$ cat config.mk
export PLATFORM = sky130hd
export DESIGN_NAME = time_of_day_calendar_counter
export DESIGN_NICKNAME = d
export VERILOG_FILES = /design/src/rtl/todcc_pkg.sv /design/src/rtl/time_of_day_calendar_counter.sv
export SDC_FILE = /design/constraint.sdc
export NUM_CORES = 1
export LEC_CHECK = 0
export ABC_AREA = 1
export BUFFER_PORTS_ARGS = -buffer_cell sky130_fd_sc_hd__buf_2
export CORE_UTILIZATION = 56
export DETAILED_ROUTE_END_ITERATION = 7
export PLACE_DENSITY = 0.79
export SETUP_SLACK_MARGIN = 0.5
export SLEW_MARGIN = 25
export SYNTH_ARGS = -nofsm -noshare
export SYNTH_HDL_FRONTEND = slang
export SYNTH_SLANG_ARGS = --single-unit
$ cat constraint.sdc
create_clock -name clk -period 10.75 [get_ports clk]
set_input_delay 0.5375 -clock clk [delete_from_list [all_inputs] [get_ports clk]]
set_output_delay 0.5375 -clock clk [all_outputs]
set_load 0.02 [all_outputs]
$ cat src/rtl/todcc_pkg.sv
package todcc_pkg;

    // Field widths of the input and result items.
    localparam int ModeWidth    = 4;
    localparam int ValueWidth   = 7;
    localparam int MsWidth      = 10;
    localparam int SecWidth     = 6;
    localparam int MinWidth     = 6;
    localparam int HourWidth    = 5;
    localparam int DayWidth     = 5;
    localparam int MonthWidth   = 4;
    localparam int YearWidth    = 7;

    // Packed stream widths, rounded up to whole bytes.
    localparam int InDataWidth  = 8;
    localparam int OutDataWidth = 48;

    // Top values of each counter.
    localparam logic [MsWidth-1:0]    MsMax    = 10'd999;
    localparam logic [SecWidth-1:0]   SecMax   = 6'd59;
    localparam logic [MinWidth-1:0]   MinMax   = 6'd59;
    localparam logic [HourWidth-1:0]  HourMax  = 5'd23;
    localparam logic [DayWidth-1:0]   DayMax   = 5'd31;
    localparam logic [MonthWidth-1:0] MonthMax = 4'd12;
    localparam logic [YearWidth-1:0]  YearMax  = 7'd99;

    // State after reset.
    localparam logic [MsWidth-1:0]    MsReset    = 10'd0;
    localparam logic [SecWidth-1:0]   SecReset   = 6'd0;
    localparam logic [MinWidth-1:0]   MinReset   = 6'd6;
    localparam logic [HourWidth-1:0]  HourReset  = 5'd11;
    localparam logic [DayWidth-1:0]   DayReset   = 5'd1;
    localparam logic [MonthWidth-1:0] MonthReset = 4'd1;
    localparam logic [YearWidth-1:0]  YearReset  = 7'd14;
    localparam logic [MsWidth-1:0]    StepReset  = 10'd1;

    // Item kinds carried in the input tuser.
    typedef enum logic [ModeWidth-1:0] {
        MODE_TICK      = 4'd0,
        MODE_SET_HOUR  = 4'd1,
        MODE_SET_MIN   = 4'd2,
        MODE_SET_SEC   = 4'd3,
        MODE_SET_DAY   = 4'd4,
        MODE_SET_MONTH = 4'd5,
        MODE_SET_YEAR  = 4'd6,
        MODE_INC_HOUR  = 4'd7,
        MODE_INC_MIN   = 4'd8,
        MODE_INC_SEC   = 4'd9,
        MODE_DEC_HOUR  = 4'd10,
        MODE_DEC_MIN   = 4'd11,
        MODE_DEC_SEC   = 4'd12
    } mode_t;

    // Days in a month; February always has 28.
    function automatic logic [DayWidth-1:0] month_length(input logic [MonthWidth-1:0] mon);
        logic [DayWidth-1:0] len;
        case (mon)
            4'd2:                      len = 5'd28;
            4'd4, 4'd6, 4'd9, 4'd11:   len = 5'd30;
            default:                   len = 5'd31;
        endcase
        return len;
    endfunction

endpackage

$ cat src/rtl/time_of_day_calendar_counter.sv
// Real-time clock and calendar with a two-digit year. Every input item is
// answered by exactly one result item that carries the whole time and date
// after the update, and an item is taken in every cycle in which the result
// side is free or is being read: the update is a single short pass of
// compare-and-increment logic from the counters back into the counters, so
// the result is ready in the next cycle, at one item per cycle. A tick
// item adds ms_per_tick milliseconds; a count above 999 clears to zero and
// carries one second, and the carry ripples on to the year, which wraps
// after 99. February has 28 days and leap years are not handled. Other items
// set one field, clamped to its range, or step hours, minutes or seconds up
// or down with wrap. Write ms_per_tick only while no item is in flight.
module time_of_day_calendar_counter
    import todcc_pkg::*;
(
    input  logic                    clk,
    input  logic                    rst_n,

    input  logic                    cfg_we,
    input  logic [MsWidth-1:0]      cfg_wdata,

    input  logic                    s_axis_tvalid,
    output logic                    s_axis_tready,
    // [6:0] value, [7] zero
    input  logic [InDataWidth-1:0]  s_axis_tdata,
    // [3:0] mode
    input  logic [ModeWidth-1:0]    s_axis_tuser,

    output logic                    m_axis_tvalid,
    input  logic                    m_axis_tready,
    // [9:0] milliseconds, [15:10] seconds_now, [21:16] minutes_now,
    // [26:22] hours_now, [31:27] day_now, [35:32] month_now,
    // [42:36] year_now, [47:43] zero
    output logic [OutDataWidth-1:0] m_axis_tdata
);

    logic [MsWidth-1:0]    step_reg;
    logic [MsWidth-1:0]    ms_reg,    ms_next;
    logic [SecWidth-1:0]   sec_reg,   sec_next;
    logic [MinWidth-1:0]   min_reg,   min_next;
    logic [HourWidth-1:0]  hour_reg,  hour_next;
    logic [DayWidth-1:0]   day_reg,   day_next;
    logic [MonthWidth-1:0] month_reg, month_next;
    logic [YearWidth-1:0]  year_reg,  year_next;
    logic                  valid_reg;

    logic                  accept;
    logic [ValueWidth-1:0] value;

    // Tick carry chain.
    logic [MsWidth:0]      ms_sum;
    logic                  carry_sec;
    logic                  carry_min;
    logic                  carry_hour;
    logic                  carry_day;
    logic                  carry_month;
    logic                  carry_year;
    logic [SecWidth-1:0]   sec_inc;
    logic [MinWidth-1:0]   min_inc;
    logic [HourWidth-1:0]  hour_inc;
    logic [DayWidth:0]     day_inc;
    logic [MonthWidth-1:0] month_inc;
    logic [YearWidth-1:0]  year_inc;
    logic [MsWidth-1:0]    ms_tick;
    logic [SecWidth-1:0]   sec_tick;
    logic [MinWidth-1:0]   min_tick;
    logic [HourWidth-1:0]  hour_tick;
    logic [DayWidth-1:0]   day_tick;
    logic [MonthWidth-1:0] month_tick;
    logic [YearWidth-1:0]  year_tick;

    // The counters hold the result, so an item is taken only when the
    // result register is empty or being read in the same cycle.
    assign accept        = s_axis_tvalid && s_axis_tready;
    assign s_axis_tready = !valid_reg || m_axis_tready;
    assign value         = s_axis_tdata[ValueWidth-1:0];

    // Millisecond step and the ripple of carries up to the year.
    always_comb
    begin
        ms_sum      = {1'b0, ms_reg} + {1'b0, step_reg};
        carry_sec   = ms_sum > {1'b0, MsMax};
        ms_tick     = carry_sec ? '0 : ms_sum[MsWidth-1:0];

        sec_inc     = sec_reg + {{(SecWidth-1){1'b0}}, carry_sec};
        carry_min   = sec_inc > SecMax;
        sec_tick    = carry_min ? '0 : sec_inc;

        min_inc     = min_reg + {{(MinWidth-1){1'b0}}, carry_min};
        carry_hour  = min_inc > MinMax;
        min_tick    = carry_hour ? '0 : min_inc;

        hour_inc    = hour_reg + {{(HourWidth-1){1'b0}}, carry_hour};
        carry_day   = hour_inc > HourMax;
        hour_tick   = carry_day ? '0 : hour_inc;

        // A day set beyond the month length also rolls the month over here.
        day_inc     = {1'b0, day_reg} + {{DayWidth{1'b0}}, carry_day};
        carry_month = day_inc > {1'b0, month_length(month_reg)};
        day_tick    = carry_month ? 5'd1 : day_inc[DayWidth-1:0];

        month_inc   = month_reg + {{(MonthWidth-1){1'b0}}, carry_month};
        carry_year  = month_inc > MonthMax;
        month_tick  = carry_year ? 4'd1 : month_inc;

        year_inc    = year_reg + {{(YearWidth-1){1'b0}}, carry_year};
        year_tick   = (year_inc > YearMax) ? '0 : year_inc;
    end

    // Next state for each kind of item.
    always_comb
    begin
        ms_next    = ms_reg;
        sec_next   = sec_reg;
        min_next   = min_reg;
        hour_next  = hour_reg;
        day_next   = day_reg;
        month_next = month_reg;
        year_next  = year_reg;
        unique case (mode_t'(s_axis_tuser))
            MODE_TICK:
            begin
                ms_next    = ms_tick;
                sec_next   = sec_tick;
                min_next   = min_tick;
                hour_next  = hour_tick;
                day_next   = day_tick;
                month_next = month_tick;
                year_next  = year_tick;
            end
            MODE_SET_HOUR:
                hour_next = (value > {2'b0, HourMax}) ? HourMax : value[HourWidth-1:0];
            MODE_SET_MIN:
                min_next = (value > {1'b0, MinMax}) ? MinMax : value[MinWidth-1:0];
            MODE_SET_SEC:
                sec_next = (value > {1'b0, SecMax}) ? SecMax : value[SecWidth-1:0];
            MODE_SET_DAY:
            begin
                if (value == '0)
                    day_next = 5'd1;
                else if (value > {2'b0, DayMax})
                    day_next = DayMax;
                else
                    day_next = value[DayWidth-1:0];
            end
            MODE_SET_MONTH:
            begin
                if (value == '0)
                    month_next = 4'd1;
                else if (value > {3'b0, MonthMax})
                    month_next = MonthMax;
                else
                    month_next = value[MonthWidth-1:0];
            end
            MODE_SET_YEAR:
                year_next = (value > YearMax) ? YearMax : value;
            MODE_INC_HOUR:
                hour_next = (hour_reg >= HourMax) ? '0 : hour_reg + 5'd1;
            MODE_INC_MIN:
                min_next = (min_reg >= MinMax) ? '0 : min_reg + 6'd1;
            MODE_INC_SEC:
                sec_next = (sec_reg >= SecMax) ? '0 : sec_reg + 6'd1;
            MODE_DEC_HOUR:
                hour_next = (hour_reg == '0) ? HourMax : hour_reg - 5'd1;
            MODE_DEC_MIN:
                min_next = (min_reg == '0) ? MinMax : min_reg - 6'd1;
            MODE_DEC_SEC:
                sec_next = (sec_reg == '0) ? SecMax : sec_reg - 6'd1;
            default:
            begin
                // Unused kinds leave the time and date alone.
            end
        endcase
    end

    // Counters, step register and result valid.
    always_ff @(posedge clk or negedge rst_n)
    begin
        if (!rst_n)
        begin
            step_reg  <= StepReset;
            ms_reg    <= MsReset;
            sec_reg   <= SecReset;
            min_reg   <= MinReset;
            hour_reg  <= HourReset;
            day_reg   <= DayReset;
            month_reg <= MonthReset;
            year_reg  <= YearReset;
            valid_reg <= 1'b0;
        end
        else
        begin
            if (cfg_we)
                step_reg <= cfg_wdata;
            if (accept)
            begin
                ms_reg    <= ms_next;
                sec_reg   <= sec_next;
                min_reg   <= min_next;
                hour_reg  <= hour_next;
                day_reg   <= day_next;
                month_reg <= month_next;
                year_reg  <= year_next;
            end
            if (accept)
                valid_reg <= 1'b1;
            else if (m_axis_tready)
                valid_reg <= 1'b0;
        end
    end

    // Result item straight from the counters.
    assign m_axis_tvalid = valid_reg;
    assign m_axis_tdata  = {5'b0, year_reg, month_reg, day_reg, hour_reg,
                            min_reg, sec_reg, ms_reg};

`ifndef SYNTHESIS
    // Every accepted item leaves a result waiting.
    a_result_follows: assert property (@(posedge clk) disable iff (!rst_n)
        accept |=> valid_reg)
        else $error("accepted item produced no result");

    // Without an accepted item the time and date do not move.
    a_hold_idle: assert property (@(posedge clk) disable iff (!rst_n)
        !accept |=> ($stable(ms_reg) && $stable(sec_reg) && $stable(min_reg)
                     && $stable(hour_reg) && $stable(day_reg)
                     && $stable(month_reg) && $stable(year_reg)))
        else $error("time changed without an item");

    // A tick that does not overflow the milliseconds leaves the seconds.
    a_no_carry: assert property (@(posedge clk) disable iff (!rst_n)
        (accept && s_axis_tuser == MODE_TICK && !carry_sec) |=> $stable(sec_reg))
        else $error("seconds moved without a millisecond carry");

    // Setting the hour within range stores the value as given.
    a_set_hour: assert property (@(posedge clk) disable iff (!rst_n)
        (accept && s_axis_tuser == MODE_SET_HOUR && value <= 7'd23)
        |=> hour_reg == $past(value[HourWidth-1:0]))
        else $error("hour not set to the requested value");

    // The calendar stays within its ranges.
    a_ranges: assert property (@(posedge clk) disable iff (!rst_n)
        valid_reg |-> (ms_reg <= MsMax && sec_reg <= SecMax && min_reg <= MinMax
                       && hour_reg <= HourMax && day_reg != '0
                       && month_reg != '0 && month_reg <= MonthMax
                       && year_reg <= YearMax))
        else $error("time or date out of range");
`endif

endmodule

==> impl_metrics.sql <==
INSERT INTO impl_metrics (metric_group, metric, value, unit) VALUES
('timing', 'layout_worst_path_cycle_share', '83.7', '%'),
('flow_run', 'drv_cap', '0', ''),
('cells_and_area', 'final.fill_count', '769', ''),
('worst_setup_path', 'critical_path_slowest_stage_cell', 'dfrtp_1', ''),
('placement', 'numPortBuffers', '70', ''),
('clock_tree', 'cts_hold_buf', '0', ''),
('route', 'via_per_inst', '5.69', ''),
('clock_tree', 'numClockSinks', '54', ''),
('worst_setup_path', 'crit_path_start', 'ms_reg[0]', ''),
('die', 'io_pins', '77', ''),
('worst_setup_path', 'r2r_slack', '1.75', 'ns'),
('logic_synthesis', 'synth_area_per_cell', '6.80', 'um2'),
('grt', 'global_route.overflow_total', '0', ''),
('timing', 'unrepaired_setup_endpoints_after_global_routing', 'no', ''),
('die', 'die_width', '94.3', 'um'),
('worst_setup_path', 'worstSetupStartpointType', 'register', ''),
('cells_and_area', 'proportion_of_layout_cells_with_a_drive_suffix_above_1', '17.0', '%'),
('clock_tree', 'ctsHtreeMaxLevel', '2', ''),
('timing', 'setup_violations', '0', ''),
('clock_tree', 'post_cts_resize_count', '0', ''),
('worst_setup_path', 'worst_ep_arrival', '9.20', 'ns'),
('die', 'die_height', '94.3', 'um'),
('logic_synthesis', 'netlist_area', '0.00477', 'mm2'),
('cells_and_area', 'final-seq-area', '0.00137', 'mm2'),
('clock_tree', 'clk_root_buffer_cell', 'clkbuf_8', ''),
('clock_tree', 'cts.repair_timing.setup_buffer_count', '0', ''),
('logic_synthesis', 'synth_sequential_area_ratio', '28.6', '%'),
('route', 'route.detailed.drc', '0', ''),
('die', 'initial_core_util', '58.1', '%'),
('timing', 'min_period', '9.00', 'ns'),
('timing', 'skew', '0.0178', 'ns'),
('worst_setup_path', 'timing.rr.end', 'year_reg[0]', ''),
('cells_and_area', 'utilization', '64.2', '%'),
('worst_setup_path', 'reg2reg_from', 'ms_reg[0]', ''),
('logic_synthesis', 'ys.warnings.count', '0', ''),
('route', 'routed_wl', '12400', 'um'),
('die', 'dieArea', '0.00889', 'mm2'),
('timing', 'fmaxAchievable', '111', 'MHz'),
('worst_setup_path', 'endpoint_kind', 'register', ''),
('pwr', 'powerDensity', '242', 'mW/mm2'),
('placement', 'hpwl', '9590', 'um'),
('timing', 'timing.setup.tns', '0', 'ns'),
('route', 'via_count', '4969', ''),
('cells_and_area', 'multi_input_gate_area_in_the_final_layout', '0.00301', 'mm2'),
('clock_tree', 'clock_latency', '0.33', 'ns'),
('worst_setup_path', 'crit_fanout', '11', ''),
('timing', 'timing.final.max_slew_violations', '0', ''),
('timing', 'worst_slew_pin_tran', '0.895', 'ns'),
('route', 'drt_first_pass_iters', '5', ''),
('die', 'design.core.area', '0.00822', 'mm2'),
('clock_tree', 'ctsLongestPathBuffers', '2', ''),
('placement', 'gpl_congestion', '0.938', ''),
('worst_setup_path', 'critical_path.most_common_cell', 'ha_1', ''),
('clock_tree', 'clkTransAtPathRegs', '0.12', 'ns'),
('grt', 'first_pass_grt_wire_length', '20600', 'um'),
('grt', 'antenna_found_initial', '0', ''),
('worst_setup_path', 'cpPeakStageDelay', '0.41', 'ns'),
('worst_setup_path', 'worst_r2r_path_depth', '50', ''),
('pwr', 'vdd_drop_max', '136', 'uV'),
('worst_setup_path', 'timing.setup.critical_path_class', 'reg -> reg', ''),
('grt', 'grt_max_degree', '55', ''),
('cells_and_area', 'num_antenna_cells', '0', ''),
('die', 'fp-row-count', '33', ''),
('route', 'wl_per_cell', '14.2', 'um'),
('logic_synthesis', 'post_syn_instances', '702', ''),
('timing', 'timing.max_slew.rel_slack', '40.2', '%'),
('grt', 'grt.total_usage', '29.1', '%'),
('run_status', 'run_status', 'completed', ''),
('clock_tree', 'cts-buffers-inserted', '5', ''),
('clock_tree', 'cts_tree', 'yes', ''),
('route', 'drt_first_iter_violations', '276', ''),
('route', 'ant_nets', '0', ''),
('hold_path', 'hold_path.class', 'in -> async', ''),
('cells_and_area', 'number_of_nets_at_the_end_of_the_flow', '827', ''),
('timing', 'hold_viol_final', '0', ''),
('grt', 'number_of_global_route_vias_before_repair', '4624', ''),
('worst_setup_path', 'cp.required', '10.95', 'ns'),
('pwr', 'leakage', '2.77', 'nW'),
('logic_synthesis', 'synth.lib_cells_used.distinct', '42', ''),
('cells_and_area', 'area_delta_synth_final', '10.6', '%'),
('logic_synthesis', 'number_of_flip_flops_and_latches_in_the_synthesized_netlist', '54', '');
## how the worst max path moves through the flow
stage / end / slack [ns] / cells past startpoint
6_report: year_reg[0] / 1.75 / 50
3_3_place_gp: year_reg[0] / 2.17 / 49
4_1_cts: year_reg[0] / 1.85 / 50
2_1_floorplan: year_reg[0] / 3.07 / 47
5_1_grt: year_reg[5] / 0.78 / 49
3_5_place_dp: year_reg[5] / 1.91 / 50
## cells by family after synthesis
logic type	Yosys count	synth area share [%]
compound gates	103	12.6
xor+xnor	28	5.14
fa+ha+maj	32	8.55
buf+inv	101	8.52
flops	54	28.6
mux	10	2.36
other cells	1	0.0786
simple gates	373	34.1
## metrics by stage
stage	std cells	power, mW	instance area [um2]	hold WS [ns]	worst slack, ns
after global placement	866	1.12	5190	0.488	2.17
after global routing	874	1.39	5280	0.385	0.782
after CTS	874	1.27	5280	0.364	1.85
after detailed placement	866	1.15	5190	0.502	1.91
final	874	1.28	5280	0.322	1.75
after floorplan	706	0.946	4790	0.242	3.07
## per-layer routing
metal / GRT usage, % / part of all wire, % / up-vias
met2: 50.5 / 47 / 191
met5: 0 / 0 / -
met1: 36.0 / 43 / 2315
met4: 12.2 / 3.1 / 0
met3: 4.05 / 6.4 / 36
li1: - / - / 2427
## layout by cell type (no fill, tap or decap), drive strengths merged
master / instances
dfstp: 11
xnor2: 8
clkbuf: 6
clkinvlp: 2
o211a: 1
o31ai: 3
mux2: 10
buf: 72
nand3: 71
a31oi: 12
nor2: 92
nor3: 17
dfrtp: 43
nand3b: 7
clkinv: 1
fa: 1
o32ai: 1
xor2: 20
a21oi: 40
a22oi: 2
nand4: 6
conb: 5
ha: 31
o22ai: 1
nand2: 176
inv: 83
o21ai: 37
o211ai: 6
or2: 4
## critical path, delay by kind of cell, from the launching register on
family / cells / cell delay, ns
AOI/OAI and AO/OA: 3 / 0.43
xor gates and xnor gates: 5 / 0.70
adders and majority gates: 15 / 3.41
buffers and inverters: 4 / 0.36
DFF: 1 / 0.41
and+or+nand+nor: 23 / 3.54
## Yosys cell counts
library cell	n	area (um2)
dfstp_2	11	289
clkinv_1	1	3.75
buf_2	6	30.0
a21oi_1	37	185
nor2_2	7	43.8
a31oi_1	12	75.1
nor2_4	1	11.3
buf_4	5	37.5
nand3_2	3	30.0
inv_1	77	289
nand2_4	1	11.3
conb_1	1	3.75
nand2_2	3	18.8
nand3_1	68	340
o211ai_1	6	45.0
inv_2	6	22.5
or2_2	4	25.0
a21oi_2	2	17.5
clkbuf_1	5	18.8
fa_1	1	20.0
nor3_1	16	80.1
nand4_1	6	37.5
o21ai_1	4	20.0
a21oi_4	1	16.3
nand2_1	172	646
a22oi_1	2	15.0
mux2_2	10	113
o21ai_4	1	16.3
o211a_1	1	10.0
o31ai_1	3	22.5
o32ai_1	1	8.76
dfrtp_1	43	1080
xnor2_1	8	70.1
clkbuf_2	1	5.00
xor2_1	20	175
o21ai_2	1	8.76
ha_1	31	388
nor2_1	84	315
o22ai_1	1	6.26
nand3b_1	7	52.6
nor3_4	1	16.3
o21ai_0	31	155
## power breakdown
part	internal, mW	leakage (nW)	switching, mW
Combinational	0.277	2.10	0.464
Clock	0.0462	0.0374	0.0748
Sequential	0.291	0.628	0.123
## final cells by class
| class | instances | share of cell area [%] |
|---|---|---|
| Clock buffer | 6 | 1.37 |
| Clock inverter | 2 | 0.284 |
| Inverter | 84 | 5.97 |
| Multi-Input combinational cell | 551 | 57.1 |
| Sequential cell | 54 | 25.9 |
| Tap cell | 105 | 2.49 |
| Timing Repair Buffer | 72 | 6.92 |
Note: power is estimated with default switching activity, not from simulation.
